### config.mk
export PLATFORM = sky130hd
export DESIGN_NAME = rpac_cell
export DESIGN_NICKNAME = d
export VERILOG_FILES = /design/src/rtl/core/rpac_pkg.sv /design/src/rtl/core/rpac_cell.sv
export SDC_FILE = /design/constraint.sdc
export NUM_CORES = 1
export LEC_CHECK = 0
export BUFFER_PORTS_ARGS = -buffer_cell sky130_fd_sc_hd__clkbuf_2
export CORE_MARGIN = 4
export CORE_UTILIZATION = 45
export CTS_CLUSTER_DIAMETER = 120
export DETAILED_ROUTE_END_ITERATION = 16
export GPL_TIMING_DRIVEN = 1
export HOLD_SLACK_MARGIN = 0.03
export PLACE_DENSITY = 0.69
export SLEW_MARGIN = 0
export SYNTH_ARGS = -nofsm -noshare
export SYNTH_HDL_FRONTEND = slang
export SYNTH_SLANG_ARGS = --single-unit
### constraint.sdc
create_clock -name aclk -period 5.55 [get_ports aclk]
set_input_delay 0.555 -clock aclk [delete_from_list [all_inputs] [get_ports aclk]]
set_output_delay 0.555 -clock aclk [all_outputs]
set_load 0.01 [all_outputs]
### src/rtl/core/rpac_pkg.sv
// shared types, widths and constants of the point rotation pipeline
package rpac_pkg;

    localparam int ANGLE_W = 19;
    localparam int COORD_W = 32;
    localparam int DIFF_W  = COORD_W + 1;
    localparam int PROD_W  = DIFF_W + 32;
    localparam int GUARD   = 16;
    localparam int XW      = 52;
    localparam int ZW      = 34;
    localparam int ZCW     = 42;
    localparam int SUM_W   = XW - GUARD + 2;
    localparam int TABLE_LEN = 30;

    localparam int IN_W  = 152;
    localparam int OUT_W = 72;

    localparam logic signed [31:0] KINV_Q30 = 32'sh26DD3B6A;
    localparam logic signed [ZW-1:0] PI_Q30      = 34'sh0C90FDAA2;
    localparam logic signed [ZW-1:0] HALF_PI_Q30 = 34'sh06487ED51;

    typedef struct packed {
        logic signed [XW-1:0]      x;
        logic signed [XW-1:0]      y;
        logic signed [ZW-1:0]      z;
        logic signed [COORD_W-1:0] cx;
        logic signed [COORD_W-1:0] cy;
    } cell_t;

    function automatic logic [31:0] atan_q30(input int idx);
        logic [31:0] val;
        case (idx)
            0:  val = 32'h3243F6A9;
            1:  val = 32'h1DAC6705;
            2:  val = 32'h0FADBAFD;
            3:  val = 32'h07F56EA7;
            4:  val = 32'h03FEAB77;
            5:  val = 32'h01FFD55C;
            6:  val = 32'h00FFFAAB;
            7:  val = 32'h007FFF55;
            8:  val = 32'h003FFFEB;
            9:  val = 32'h001FFFFD;
            10: val = 32'h00100000;
            11: val = 32'h00080000;
            12: val = 32'h00040000;
            13: val = 32'h00020000;
            14: val = 32'h00010000;
            15: val = 32'h00008000;
            16: val = 32'h00004000;
            17: val = 32'h00002000;
            18: val = 32'h00001000;
            19: val = 32'h00000800;
            20: val = 32'h00000400;
            21: val = 32'h00000200;
            22: val = 32'h00000100;
            23: val = 32'h00000080;
            24: val = 32'h00000040;
            25: val = 32'h00000020;
            26: val = 32'h00000010;
            27: val = 32'h00000008;
            28: val = 32'h00000004;
            29: val = 32'h00000002;
            default: val = 32'h00000000;
        endcase
        return val;
    endfunction

endpackage

### src/rtl/core/rpac_cell.sv
// one micro-rotation cell of the rotation chain
module rpac_cell #(
    parameter int STEP = 0
) (
    input  logic            aclk,
    input  logic            aresetn,
    input  logic            ce,
    input  logic            in_valid,
    input  rpac_pkg::cell_t in_data,
    output logic            out_valid,
    output rpac_pkg::cell_t out_data
);

    localparam logic signed [rpac_pkg::ZW-1:0] ATAN_STEP =
        rpac_pkg::ZW'(rpac_pkg::atan_q30(STEP));

    logic                           valid_reg;
    rpac_pkg::cell_t                data_reg;
    rpac_pkg::cell_t                data_next;
    logic signed [rpac_pkg::XW-1:0] x_in, y_in, xs, ys;
    logic signed [rpac_pkg::ZW-1:0] z_in;

    always_comb begin
        x_in = in_data.x;
        y_in = in_data.y;
        z_in = in_data.z;
        xs = x_in >>> STEP;
        ys = y_in >>> STEP;
        data_next.cx = in_data.cx;
        data_next.cy = in_data.cy;
        // zero residue turns in the positive direction
        if (!z_in[rpac_pkg::ZW-1]) begin
            data_next.x = x_in - ys;
            data_next.y = y_in + xs;
            data_next.z = z_in - ATAN_STEP;
        end else begin
            data_next.x = x_in + ys;
            data_next.y = y_in - xs;
            data_next.z = z_in + ATAN_STEP;
        end
    end

    always_ff @(posedge aclk) begin
        if (!aresetn) begin
            valid_reg <= 1'b0;
        end else if (ce) begin
            valid_reg <= in_valid;
        end
    end

    always_ff @(posedge aclk) begin
        if (ce) begin
            data_reg <= data_next;
        end
    end

    assign out_valid = valid_reg;
    assign out_data  = data_reg;

endmodule

=== Word level (Yosys, flattened, before mapping) ===
Index checks and enable logic that the tools add are counted.

* Input port bits: 206
* Bits in registers: 203
* Output and inout bits: 203
* Word-level logic and storage cells: 12

* Mux-type cells: 1
* Add/subtract/negate cells: 5

{| class="wikitable"
|+ Operators with widths
! kind !! count
|-
| 2-to-1 mux 138 bit || 1
|-
| subtractor 52 bit || 2
|-
| adder 52 bit || 1
|-
| adder 34 x 31 -> 34 bit (second input constant) || 1
|-
| subtractor 34 x 31 -> 34 bit (second input constant) || 1
|}

=== Depth between registers and ports, before layout ===
Gate-level depths: netlist (run 1).

* Word-level depth: 2
* Gate-level depth with buffers: 16
* Depth with buffers taken out: 14

=== Worst setup path before layout (run 1) ===
No wires, ideal clock.

* Path type: input -> register
* Start point: input port in_data[97] in the netlist's numbering
* End point: register data_reg, in the netlist out_data[95], data pin
* Path slack: 1588 ps
* Required time: 5289 ps
* Stages: 15
* Arrival: 3702 ps
* Library setup time: 261 ps
* Path through: clkbuf_1 inv_1 buf_2 buf_2 ha_1 a211o_1 o311a_1 a211oi_2 o221ai_1 a21oi_2 nor2_1 a31oi_1 nand2_1 a31o_2 o311a_1

{| class="wikitable"
|+ RTL lines
! item !! RTL line !! text
|-
| start: declaration || rpac_cell.sv:9 || <nowiki>input rpac_pkg::cell_t in_data,</nowiki>
|-
| end signal: assignment || rpac_cell.sv:53 || <nowiki>data_reg <= data_next;</nowiki>
|-
| end: declaration || rpac_cell.sv:18 || <nowiki>rpac_pkg::cell_t data_reg;</nowiki>
|}

==> impl_metrics.yaml, run 1 <==
global_routing:
  overflow: 0
  grt_first_pass_wirelength_mm: 94.5
  first_global_vias: 15700
  grt_use_total: 0.291
  grt_start_max_net_pins: 78
  number_of_antenna_violations_at_the_first_check_in_global_routing: 12
route:
  drtIter0Drc: 1550
  first_pass_iters: 5
  number_of_vias_in_the_routed_layout: 16400
  antenna_violating_nets_post_route: 0
  post_drt_via_cell_ratio: 5.86
  detail_route.wl_per_cell_um: 22.8
  drcViolationCount: 0
  wirelength_mm: 63.6
synthesis:
  synthDominantCellAreaShare: 0.352
  synthMuxAreaShare: 0.0117
  synth-adder-area-share: 0.140
  synth.distinct_cells: 87
  yosys.area.top_type: "sky130_fd_sc_hd__edfxtp_1"
  netlist_area_um2: 17100
  ys.flop_type: "sky130_fd_sc_hd__edfxtp_1"
  synth_seq_cells: 202
  post_synth_edffs: 201
  leading_post_synthesis_cells_by_cell_area: "sky130_fd_sc_hd__edfxtp_1, sky130_fd_sc_hd__ha_1, sky130_fd_sc_hd__a21oi_1, sky130_fd_sc_hd__xnor2_1, sky130_fd_sc_hd__inv_1"
  count_of_warnings_emitted_by_yosys: 0
  synth_top_family_by_area: "compound AO/OA/AOI/OAI gates"
  synth-compound-area-share: 0.249
  syn_avg_cell_area_um2: 9.07
  postSynthCellCount: 1888
  synth-xor-area-share: 0.0644
  synth-async-reset-ratio: 0
  post_synthesis_sequential_area_ratio: 0.354
  synth_simple_gate_area_frac: 0.121
  postSynthNetCount: 2283
outcome:
  status: "finished clean"
critical_path:
  path_buf_inv: 2
  crit_type: "input pin to flop"
  worst_setup_path_startpoint: "in_data[98]"
  worst-path-stages: 15
  worstPathArrival_ns: 4.44
  depth_of_the_most_critical_reg_to_reg_path: 2
  slowest_delay_ns: 0.60
  cpLargestDelayFamily: "compound AO/OA/AOI/OAI gates"
  worst_setup_path_endpoint: "out_data[144]$_DFFE_PP_"
  r2r-start: "out_valid$_SDFFE_PN0P_"
  r2r_end: "out_valid$_SDFFE_PN0P_"
  start_kind: "input pin"
  critPathCaptureType: "flop"
  critical-path-top-cell-by-count: "sky130_fd_sc_hd__o21ai_0"
  critical_path.slowest_cell: "sky130_fd_sc_hd__o21ai_0"
  worstPathCellList: "clkbuf_2 > inv_1 > ha_1 > fa_1 > nand4b_1 > a31oi_1 > nor2_1 > o21ai_0 > o21a_1 > a31oi_1 > o21ai_0 > a21oi_1 > o21ai_0 > a21oi_1 > xnor2_1"
  crit_path_max_fanout: 4
  worst_ep_required_time_ns: 5.84
  worst_setup_slack_for_register_to_register_paths_ns: 4.95
cts:
  maximum_count_of_clock_buffers_along_a_single_path: 3
  ctsHtreeMaxLevel: 1
  cts_sink_cnt: 202
  cts.root.buffer_cell: "sky130_fd_sc_hd__clkbuf_16"
  clock_tree_from_tritoncts: "yes"
  clk-insertion-delay-late_ns: 0.55
  clkSlewWorstSetupHoldPaths_ns: 0.07
  ctsHoldBuffers: 0
  tritoncts.num_buffers: 25
  post_cts_resized: 0
  cts_post_setup_buffers_inserted: 0
floorplan:
  floorplan.die.width_um: 203
  core_area_um2: 37600
  die_outline_area_um2: 41200
  die-height_um: 203
  i_o_pins: 409
  floorplan.initialDensity: 0.456
  rows: 71
placement:
  place_congestion: 0.993
  io_buffer_count: 408
  dpl-instance-area_um2: 19500
  dpl.hpwl_mm: 50.5
  detailedPlace.worstSlack_ns: 0.993
pwr:
  total_leakage_power_nw: 9.03
  power_density_nw_per_um2: 270
  vdd_ir_drop_max_v: 0.000180
timing:
  finalCriticalPeriod_ns: 4.15
  tns_ns: 0
  tightestPinTransition_ns: 0.855
  timing.final.hold_violations: 0
  post-route-worst-setup-slack_ns: 1.40
  slew_violations: 0
  clock.fmax_mhz: 241
  finalClockSkew_ns: 0
  grt_setup_unrepaired: "false"
  post-route-period-util: 0.747
  rel_slew_slack: 0.424
  setup_violations: 0
flow_run:
  timing.max_cap.violations: 0
final_layout:
  drive_gt1_frac: 0.223
  most_common_library_cell_in_the_layout_ignoring_fill_and_taps: "sky130_fd_sc_hd__clkbuf_2"
  utilization: 0.541
  final_area_um2: 20300
  fin_nets: 2651
  synthToLayoutAreaGrowth_pct: 18.7
  most-common-layout-cells: "sky130_fd_sc_hd__clkbuf_2, sky130_fd_sc_hd__a21oi_1, sky130_fd_sc_hd__edfxtp_1, sky130_fd_sc_hd__ha_1, sky130_fd_sc_hd__inv_1"
min_path:
  hold_path_class: "input pin to flop"
  min_path_cells: 1
==> sequential cells by signal, indices dropped and copies added (netlist names) <==
signal     flops
out_data     201
out_valid      1
==> cell families (layout without fill, tap and decap cells) <==
logic type                 count (synthesis)  in the layout
AOI/OAI and AO/OA                        653            653
and+or+nand+nor                          437            437
buffers and inverters                    261            648
other                                      0              8
muxes                                     20             20
xor gates and xnor gates                 126            126
DFF                                      202            202
adders and majority gates                189            189
==> worst min path at each step <==
stage / start / to / slack (ns)
final: in_data[6] / out_data[6]$_DFFE_PP_ / 0.18
after CTS: in_data[59] / out_data[59]$_DFFE_PP_ / 0.15
after global routing: in_data[21] / out_data[21]$_DFFE_PP_ / 0.15
after global placement: out_valid$_SDFFE_PN0P_ / out_valid$_SDFFE_PN0P_ / 0.51
after floorplan: out_valid$_SDFFE_PN0P_ / out_valid$_SDFFE_PN0P_ / 0.54
after detailed placement: out_valid$_SDFFE_PN0P_ / out_valid$_SDFFE_PN0P_ / 0.51
==> where the power goes <==
group	switching, mW	internal, mW
clock network	0.714	0.838
logic	1.20	0.686
registers	0.0867	1.97
==> final cells by class <==
cell class	instances	area (µm²)
Fill cell	3552	17300
Inverter	187	702
Tap cell	511	639
Multi-Input combinational cell	1425	10000
Sequential cell	202	6060
Clock buffer	29	641
Clock inverter	17	114
Antenna cell	8	20.0
Timing Repair Buffer	415	2110
==> routing by layer <==
layer	up-vias	GRT usage	part of all wire
li1	7604	-	-
met1	7749	0.379	0.40
met2	872	0.475	0.46
met3	136	0.0604	0.091
met4	8	0.123	0.046
met5	-	0	0.00071
==> metrics by stage <==
stage | power, mW | hold slack, ns | instances
floorplan | 3.19 | 0.538 | 1888
global placement | 3.93 | 0.507 | 2740
detailed placement | 3.93 | 0.514 | 2740
CTS | 5.50 | 0.152 | 2786
global route | 5.76 | 0.150 | 2794
finish | 5.49 | 0.180 | 2794
==> cell usage after synthesis, types with 20 or more instances <==
cell type and n:
sky130_fd_sc_hd__nand2_1 92, sky130_fd_sc_hd__a21o_1 48, sky130_fd_sc_hd__inv_1 176, sky130_fd_sc_hd__nor4_1 21, sky130_fd_sc_hd__ha_1 185, sky130_fd_sc_hd__a21oi_1 243
sky130_fd_sc_hd__o21ai_0 111, sky130_fd_sc_hd__nor3_1 32, sky130_fd_sc_hd__nand4_1 29, sky130_fd_sc_hd__a211oi_1 20, sky130_fd_sc_hd__clkbuf_1 35, sky130_fd_sc_hd__o21a_1 22
sky130_fd_sc_hd__buf_2 22, sky130_fd_sc_hd__edfxtp_1 201, sky130_fd_sc_hd__o21bai_1 42, sky130_fd_sc_hd__mux2i_1 20, sky130_fd_sc_hd__o31ai_1 21, sky130_fd_sc_hd__nor2_1 163
sky130_fd_sc_hd__xnor2_1 119, sky130_fd_sc_hd__nand2b_1 20, sky130_fd_sc_hd__nand3_1 26
Power figures use the tool's default switching activity.
==> run 2, diff against run 1 <==
--- a/config.mk
+++ b/config.mk
@@ -5,6 +5,7 @@
 export SDC_FILE = /design/constraint.sdc
 export NUM_CORES = 1
 export LEC_CHECK = 0
+export ABC_AREA = 1
 export BUFFER_PORTS_ARGS = -buffer_cell sky130_fd_sc_hd__clkbuf_2
 export CORE_MARGIN = 4
 export CORE_UTILIZATION = 45
@@ -12,7 +13,7 @@
 export DETAILED_ROUTE_END_ITERATION = 16
 export GPL_TIMING_DRIVEN = 1
 export HOLD_SLACK_MARGIN = 0.03
-export PLACE_DENSITY = 0.69
+export PLACE_DENSITY = 0.67
 export SLEW_MARGIN = 0
 export SYNTH_ARGS = -nofsm -noshare
 export SYNTH_HDL_FRONTEND = slang
==> constraint.sdc (replaced) <==
create_clock -name aclk -period 4.1 [get_ports aclk]
set_input_delay 0.41 -clock aclk [delete_from_list [all_inputs] [get_ports aclk]]
set_output_delay 0.41 -clock aclk [all_outputs]
set_load 0.01 [all_outputs]
==> run 2 against run 1 <==
  * Cell count is 64% higher
  * Largest power group is now combinational cells
  * Via count rose by 46%
  * Cell area grew 28%
  * Combinational power is 68% higher
  * Total power up 46%
  * Count of clock-buffer cells in the layout fell by 3
  * Clock skew unchanged
  * Global-route usage grew 3.0 points
==> impl_metrics.yaml, run 2 <==
route:
  first_pass_iters: 7
  antenna_violating_nets_post_route: 0
  detail_route.wl_per_cell_um: 19.4
  number_of_vias_in_the_routed_layout: 23900
  wirelength_mm: 88.7
  drtIter0Drc: 2336
  met1_length_mm: 35.4
  route.met2.wl_mm: 42.2
  post_drt_via_cell_ratio: 5.24
  drcViolationCount: 0
  highest-signal-layer: "met5"
  wl_met3_mm: 7.17
synthesis:
  synth-adder-area-share: 0.108
  synthDominantCellAreaShare: 0.273
  synth_top_family_by_area: "simple AND/OR/NAND/NOR gates"
  synthMuxAreaShare: 0.000905
  netlist_area_um2: 22100
  synth_seq_cells: 202
  synth-compound-area-share: 0.102
  netlist_top_cells_count: "sky130_fd_sc_hd__nand2_1, sky130_fd_sc_hd__inv_1, sky130_fd_sc_hd__nand3_1"
  synth_most_common_cell: "sky130_fd_sc_hd__nand2_1"
  leading_post_synthesis_cells_by_cell_area: "sky130_fd_sc_hd__edfxtp_1, sky130_fd_sc_hd__nand2_1, sky130_fd_sc_hd__inv_1, sky130_fd_sc_hd__ha_1, sky130_fd_sc_hd__nand3_1"
  ys.flop_type: "sky130_fd_sc_hd__edfxtp_1"
  synth_simple_gate_area_frac: 0.360
  syn_avg_cell_area_um2: 6.39
  postSynthNetCount: 3856
  post_synthesis_sequential_area_ratio: 0.274
  synth-xor-area-share: 0.0222
  synth-async-reset-ratio: 0
  postSynthCellCount: 3461
  yosys.area.top_type: "sky130_fd_sc_hd__edfxtp_1"
  synth.distinct_cells: 49
  count_of_warnings_emitted_by_yosys: 0
  post_synth_edffs: 201
timing:
  timing.final.hold_violations: 0
  tightestPinTransition_ns: 1.02
  setup_violations: 0
  tns_ns: 0
  post-route-period-util: 0.649
  slew_violations: 0
  finalCriticalPeriod_ns: 2.66
  clock.fmax_mhz: 376
  finalClockSkew_ns: 0
  post-route-worst-setup-slack_ns: 1.44
  finalHoldWorstSlack_ns: 0.0486
  rel_slew_slack: 0.318
  grt_setup_unrepaired: "false"
critical_path:
  worstPathCellList: "clkbuf_2 > inv_1 > ha_1 > nand2_2 > nor2_1 > nand2_1 > nand3_1 > inv_1 > o21ai_1 > nand2_1 > nand3_1 > nand2_1 > nand3_1 > nand2_1"
  critical_path.slowest_cell: "sky130_fd_sc_hd__ha_1"
  critPathCaptureType: "flop"
  slowest_delay_ns: 0.59
  start_kind: "input pin"
  crit_path_max_fanout: 10
  worst_ep_required_time_ns: 4.41
  worstPathArrival_ns: 2.97
  critical-path-top-cell-by-count: "sky130_fd_sc_hd__nand2_1"
  crit_type: "input pin to flop"
pwr:
  totalPowerFinal_mw: 8.00
  total_leakage_power_nw: 14.1
  vdd_ir_drop_max_v: 0.000278
  power_density_nw_per_um2: 308
floorplan:
  die_outline_area_um2: 52800
  core_area_um2: 48700
  rows: 81
  i_o_pins: 409
  floorplan.die.width_um: 230
  die-height_um: 230
  floorplan.initialDensity: 0.454
cts:
  cts.root.buffer_cell: "sky130_fd_sc_hd__clkbuf_16"
  clk-insertion-delay-late_ns: 0.54
  tritoncts.num_buffers: 25
  cts_post_setup_buffers_inserted: 0
  ctsHtreeMaxLevel: 1
  clock_tree_from_tritoncts: "yes"
  cts_sink_cnt: 202
  maximum_count_of_clock_buffers_along_a_single_path: 3
  clkSlewWorstSetupHoldPaths_ns: 0.07
final_layout:
  fin_nets: 4287
  register_area_um2: 6060
  synthToLayoutAreaGrowth_pct: 17.4
  drive_gt1_frac: 0.153
  number_of_flip_flops_in_the_largest_register: 201
  most_common_library_cell_in_the_layout_ignoring_fill_and_taps: "sky130_fd_sc_hd__nand2_1"
  most-common-layout-cells: "sky130_fd_sc_hd__nand2_1, sky130_fd_sc_hd__inv_1, sky130_fd_sc_hd__clkbuf_2, sky130_fd_sc_hd__nand3_1, sky130_fd_sc_hd__nor2_1"
  antenna_cells_inserted: 0
  stdcell_count: 4572
  multiInputGateArea_um2: 13100
  layout.filler_cells: 5064
global_routing:
  grt_start_max_net_pins: 86
  overflow: 0
  number_of_antenna_violations_at_the_first_check_in_global_routing: 3
  grt_use_total: 0.322
  grt_first_pass_wirelength_mm: 132
  first_global_vias: 22700
flow_run:
  timing.max_cap.violations: 0
placement:
  dpl.hpwl_mm: 74.4
  io_buffer_count: 408
  place_inst: 4468
  detailedPlace.worstSlack_ns: 0.991
  place_congestion: 1.05
min_path:
  hold_path_class: "input pin to flop"
outcome:
  status: "finished clean"
-- run 2: kinds of logic (layout without fill, tap and decap cells) --
group | Yosys count | count (layout)
DFF | 202 | 202
adders and majority gates | 189 | 189
and+or+nand+nor | 1874 | 1874
buffers and inverters | 733 | 1180
xor gates and xnor gates | 56 | 56
AOI/OAI and AO/OA | 405 | 405
muxes | 2 | 2
-- run 2: area by class of cell --
type,instances,share of cell area
Multi-Input combinational cell,2526,0.505
Sequential cell,202,0.233
Timing Repair Buffer,476,0.105
Inverter,661,0.0956
Tap cell,664,0.0320
Clock buffer,26,0.0242
Clock inverter,17,0.00501
-- run 2: metrics by stage --
| step | utilization | instance area, µm² |
|---|---|---|
| 6_report | 0.533 | 26000 |
| 2_1_floorplan | - | 22100 |
| 5_1_grt | 0.533 | 26000 |
| 3_5_place_dp | 0.505 | 24600 |
| 4_1_cts | 0.533 | 26000 |
| 3_3_place_gp | 0.505 | 24600 |
-- run 2: repair_timing --
item,CTS,global route
resized for setup,0,0
hold buffers,61,0
hold endpoints to repair,61,0
setup endpoints to repair,0,0
-- run 2: power breakdown --
group          switching [mW]  internal (mW)
Combinational            2.18          0.990
Clock                   0.928           1.18
Sequential              0.113           2.61
-- run 2: critical path, delay by kind of cell --
kind,cells,cell delay [ns]
buf+inv,3,0.33
compound gates,1,0.44
simple gates,9,1.21
fa+ha+maj,1,0.59
-- run 2: final timing paths --
kind	slack (ns)	cells past startpoint	endpoint	startpoint
max	1.44	14	out_data[195]$_DFFE_PP_	in_data[102]
min reg2reg	0.55	2	out_valid$_SDFFE_PN0P_	out_valid$_SDFFE_PN0P_
min	0.05	1	out_data[27]$_DFFE_PP_	in_data[27]
max reg2reg	3.46	2	out_valid$_SDFFE_PN0P_	out_valid$_SDFFE_PN0P_
-- run 2: routing by layer --
layer,track usage,up-vias
met4,0.123,2
met1,0.401,10900
li1,-,11700
met5,0,-
met2,0.565,1125
met3,0.0448,185
==> run 3, diff against run 2 <==
--- a/config.mk
+++ b/config.mk
@@ -13,7 +13,7 @@
 export DETAILED_ROUTE_END_ITERATION = 16
 export GPL_TIMING_DRIVEN = 1
 export HOLD_SLACK_MARGIN = 0.03
-export PLACE_DENSITY = 0.67
+export PLACE_DENSITY = 0.69
 export SLEW_MARGIN = 0
 export SYNTH_ARGS = -nofsm -noshare
 export SYNTH_HDL_FRONTEND = slang
==> constraint.sdc (replaced) <==
create_clock -name aclk -period 2.25 [get_ports aclk]
set_input_delay 0.225 -clock aclk [delete_from_list [all_inputs] [get_ports aclk]]
set_output_delay 0.225 -clock aclk [all_outputs]
set_load 0.01 [all_outputs]
==> run 3 against run 2 <==
  * Sequential power is 82% higher
  * Total power is 100% higher
  * Sequential share of layout area is 3.5 points lower
  * Hold slack better by 0.026 ns
  * Cell count is 13% higher
  * Critical endpoint is now out_data[168]$_DFFE_PP_
  * Critical path depth is 2 lower
  * Largest power group unchanged
  * Combinational power is 120% higher
==> impl_metrics.yaml, run 3 (synthesis results as in run 2) <==
floorplan:
  floorplan.die.width_um: 230
  i_o_pins: 409
  rows: 81
  floorplan.initialDensity: 0.454
  core_area_um2: 48700
  die-height_um: 230
  die_outline_area_um2: 52800
cts:
  tritoncts.num_buffers: 25
  maximum_count_of_clock_buffers_along_a_single_path: 3
  ctsHtreeMaxLevel: 1
  clkSlewWorstSetupHoldPaths_ns: 0.07
  cts.root.buffer_cell: "sky130_fd_sc_hd__clkbuf_16"
  cts_sink_cnt: 202
  clk-insertion-delay-late_ns: 0.56
  clock_tree_from_tritoncts: "yes"
placement:
  detailedPlace.worstSlack_ns: -0.425
  place_congestion: 1.04
  place_inst: 5042
  dpl.hpwl_mm: 81.0
  io_buffer_count: 408
pwr:
  comb_power_share: 0.440
  vdd_ir_drop_max_v: 0.000688
  power.share.sequential: 0.307
  total_leakage_power_nw: 16.9
  intPower_mw: 9.88
  power_density_nw_per_um2: 528
  switching_fraction: 0.388
  totalPowerFinal_mw: 16.1
  net-switching-power_mw: 6.26
  power_frac_clock: 0.253
final_layout:
  drive_gt1_frac: 0.263
  most-common-layout-cells: "sky130_fd_sc_hd__nand2_1, sky130_fd_sc_hd__inv_1, sky130_fd_sc_hd__buf_4, sky130_fd_sc_hd__clkbuf_2, sky130_fd_sc_hd__nand3_1"
  stdcell_count: 5153
  number_of_flip_flops_in_the_largest_register: 201
  synthToLayoutAreaGrowth_pct: 38.1
  layout.filler_cells: 4686
  antenna_cells_inserted: 0
  fin_nets: 4866
  most_common_library_cell_in_the_layout_ignoring_fill_and_taps: "sky130_fd_sc_hd__nand2_1"
  utilization: 0.627
critical_path:
  worst_setup_path_endpoint: "out_data[168]$_DFFE_PP_"
  worst_setup_slack_for_register_to_register_paths_ns: 0.82
  crit_type: "input pin to flop"
  worst_setup_path_startpoint: "in_data[109]"
  depth_of_the_most_critical_reg_to_reg_path: 3
  crit_path_max_fanout: 8
  r2r-start: "out_valid$_SDFFE_PN0P_"
  r2r_end: "out_valid$_SDFFE_PN0P_"
  worst_ep_required_time_ns: 2.69
  worstPathArrival_ns: 2.58
  start_kind: "input pin"
  critPathCaptureType: "flop"
timing:
  rel_slew_slack: 0.524
  post-route-period-util: 0.952
  timing.final.hold_violations: 0
  finalClockSkew_ns: 0
  finalCriticalPeriod_ns: 2.14
  post-route-worst-setup-slack_ns: 0.107
  slew_violations: 0
  setup_violations: 0
  tightestPinTransition_ns: 0.714
  grt_setup_unrepaired: "false"
  finalHoldWorstSlack_ns: 0.0749
  clock.fmax_mhz: 467
route:
  number_of_vias_in_the_routed_layout: 26000
  drcViolationCount: 0
  drtIter0Drc: 2046
  first_pass_iters: 6
  post_drt_via_cell_ratio: 5.05
  antenna_violating_nets_post_route: 0
  detail_route.wl_per_cell_um: 18.5
  wirelength_mm: 95.4
global_routing:
  number_of_antenna_violations_at_the_first_check_in_global_routing: 0
  first_global_vias: 25400
  grt_start_max_net_pins: 53
  grt_first_pass_wirelength_mm: 142
  grt_use_total: 0.348
  overflow: 0
flow_run:
  timing.max_cap.violations: 0
outcome:
  status: "finished clean"
min_path:
  hold_path_class: "input pin to flop"
run 3: cell count changes in the layout (fill, tap and decap cells not counted), sizes merged:
cell	previous run	this run
buf	8	582
bufinv	1	2
clkinvlp	3	4
dlygate4sd3	61	66
run 3: worst min-delay path by stage:
stage          slack (ns)                      to        start  cells past startpoint
2_1_floorplan        0.32  out_valid$_SDFFE_PN0P_           ce                      1
3_3_place_gp         0.40  out_data[46]$_DFFE_PP_  in_data[46]                      1
3_5_place_dp         0.40  out_data[33]$_DFFE_PP_  in_data[33]                      1
4_1_cts              0.04  out_data[64]$_DFFE_PP_  in_data[64]                      3
5_1_grt              0.08  out_data[64]$_DFFE_PP_  in_data[64]                      3
6_report             0.07  out_data[64]$_DFFE_PP_  in_data[64]                      3
run 3: critical path, cell delays in order:
cell and delay [ns]:
sky130_fd_sc_hd__clkbuf_2 0.12, sky130_fd_sc_hd__inv_1 0.05, sky130_fd_sc_hd__ha_1 0.49, sky130_fd_sc_hd__nand2_1 0.23
sky130_fd_sc_hd__nor2_2 0.20, sky130_fd_sc_hd__nand2_1 0.09, sky130_fd_sc_hd__nor2_1 0.15, sky130_fd_sc_hd__nand2_1 0.09
sky130_fd_sc_hd__nand3_1 0.24, sky130_fd_sc_hd__nor2_1 0.07, sky130_fd_sc_hd__o31ai_1 0.44, sky130_fd_sc_hd__buf_4 0.19
run 3: repair_timing:
item | in CTS | in global routing
hold buffers | 66 | 0
endpoints found under the setup margin | 0 | 0
resized for setup | 0 | 0
endpoints found under the hold margin | 65 | 0
buffers inserted | 0 | 0
run 3: power groups by stage:
stage	logic, mW	clock network [mW]	registers (mW)
finish	7.10	4.09	4.95
global placement	6.82	0	5.02
global route	7.71	4.29	4.99
CTS	6.98	4.14	4.96
floorplan	3.22	0	5.21
detailed placement	6.85	0	5.03
run 3: per-stage QoR:
| stage | TNS (ns) | area, µm² |
|---|---|---|
| after floorplan | -0.0161 | 22200 |
| after global placement | -19.75 | 29100 |
| after detailed placement | -19.89 | 29100 |
| after CTS | 0 | 30600 |
| after global routing | 0 | 30600 |
| final | 0 | 30600 |
run 3: final cells by class:
| cell class | instances | area, µm² | area share |
|---|---|---|---|
| Inverter | 661 | 2480 | 0.0813 |
| Tap cell | 664 | 831 | 0.0272 |
| Sequential cell | 202 | 6060 | 0.198 |
| Multi-Input combinational cell | 2526 | 13200 | 0.431 |
| Timing Repair Buffer | 1055 | 7210 | 0.236 |
| Clock inverter | 19 | 180 | 0.00590 |
| Clock buffer | 26 | 629 | 0.0206 |
run 3: per-layer routing:
| layer | wire, µm | GRT usage |
|---|---|---|
| met4 | 5600 | 0.171 |
| met3 | 7240 | 0.0467 |
| met1 | 38200 | 0.427 |
| met2 | 44400 | 0.604 |
| met5 | 0 | 0 |
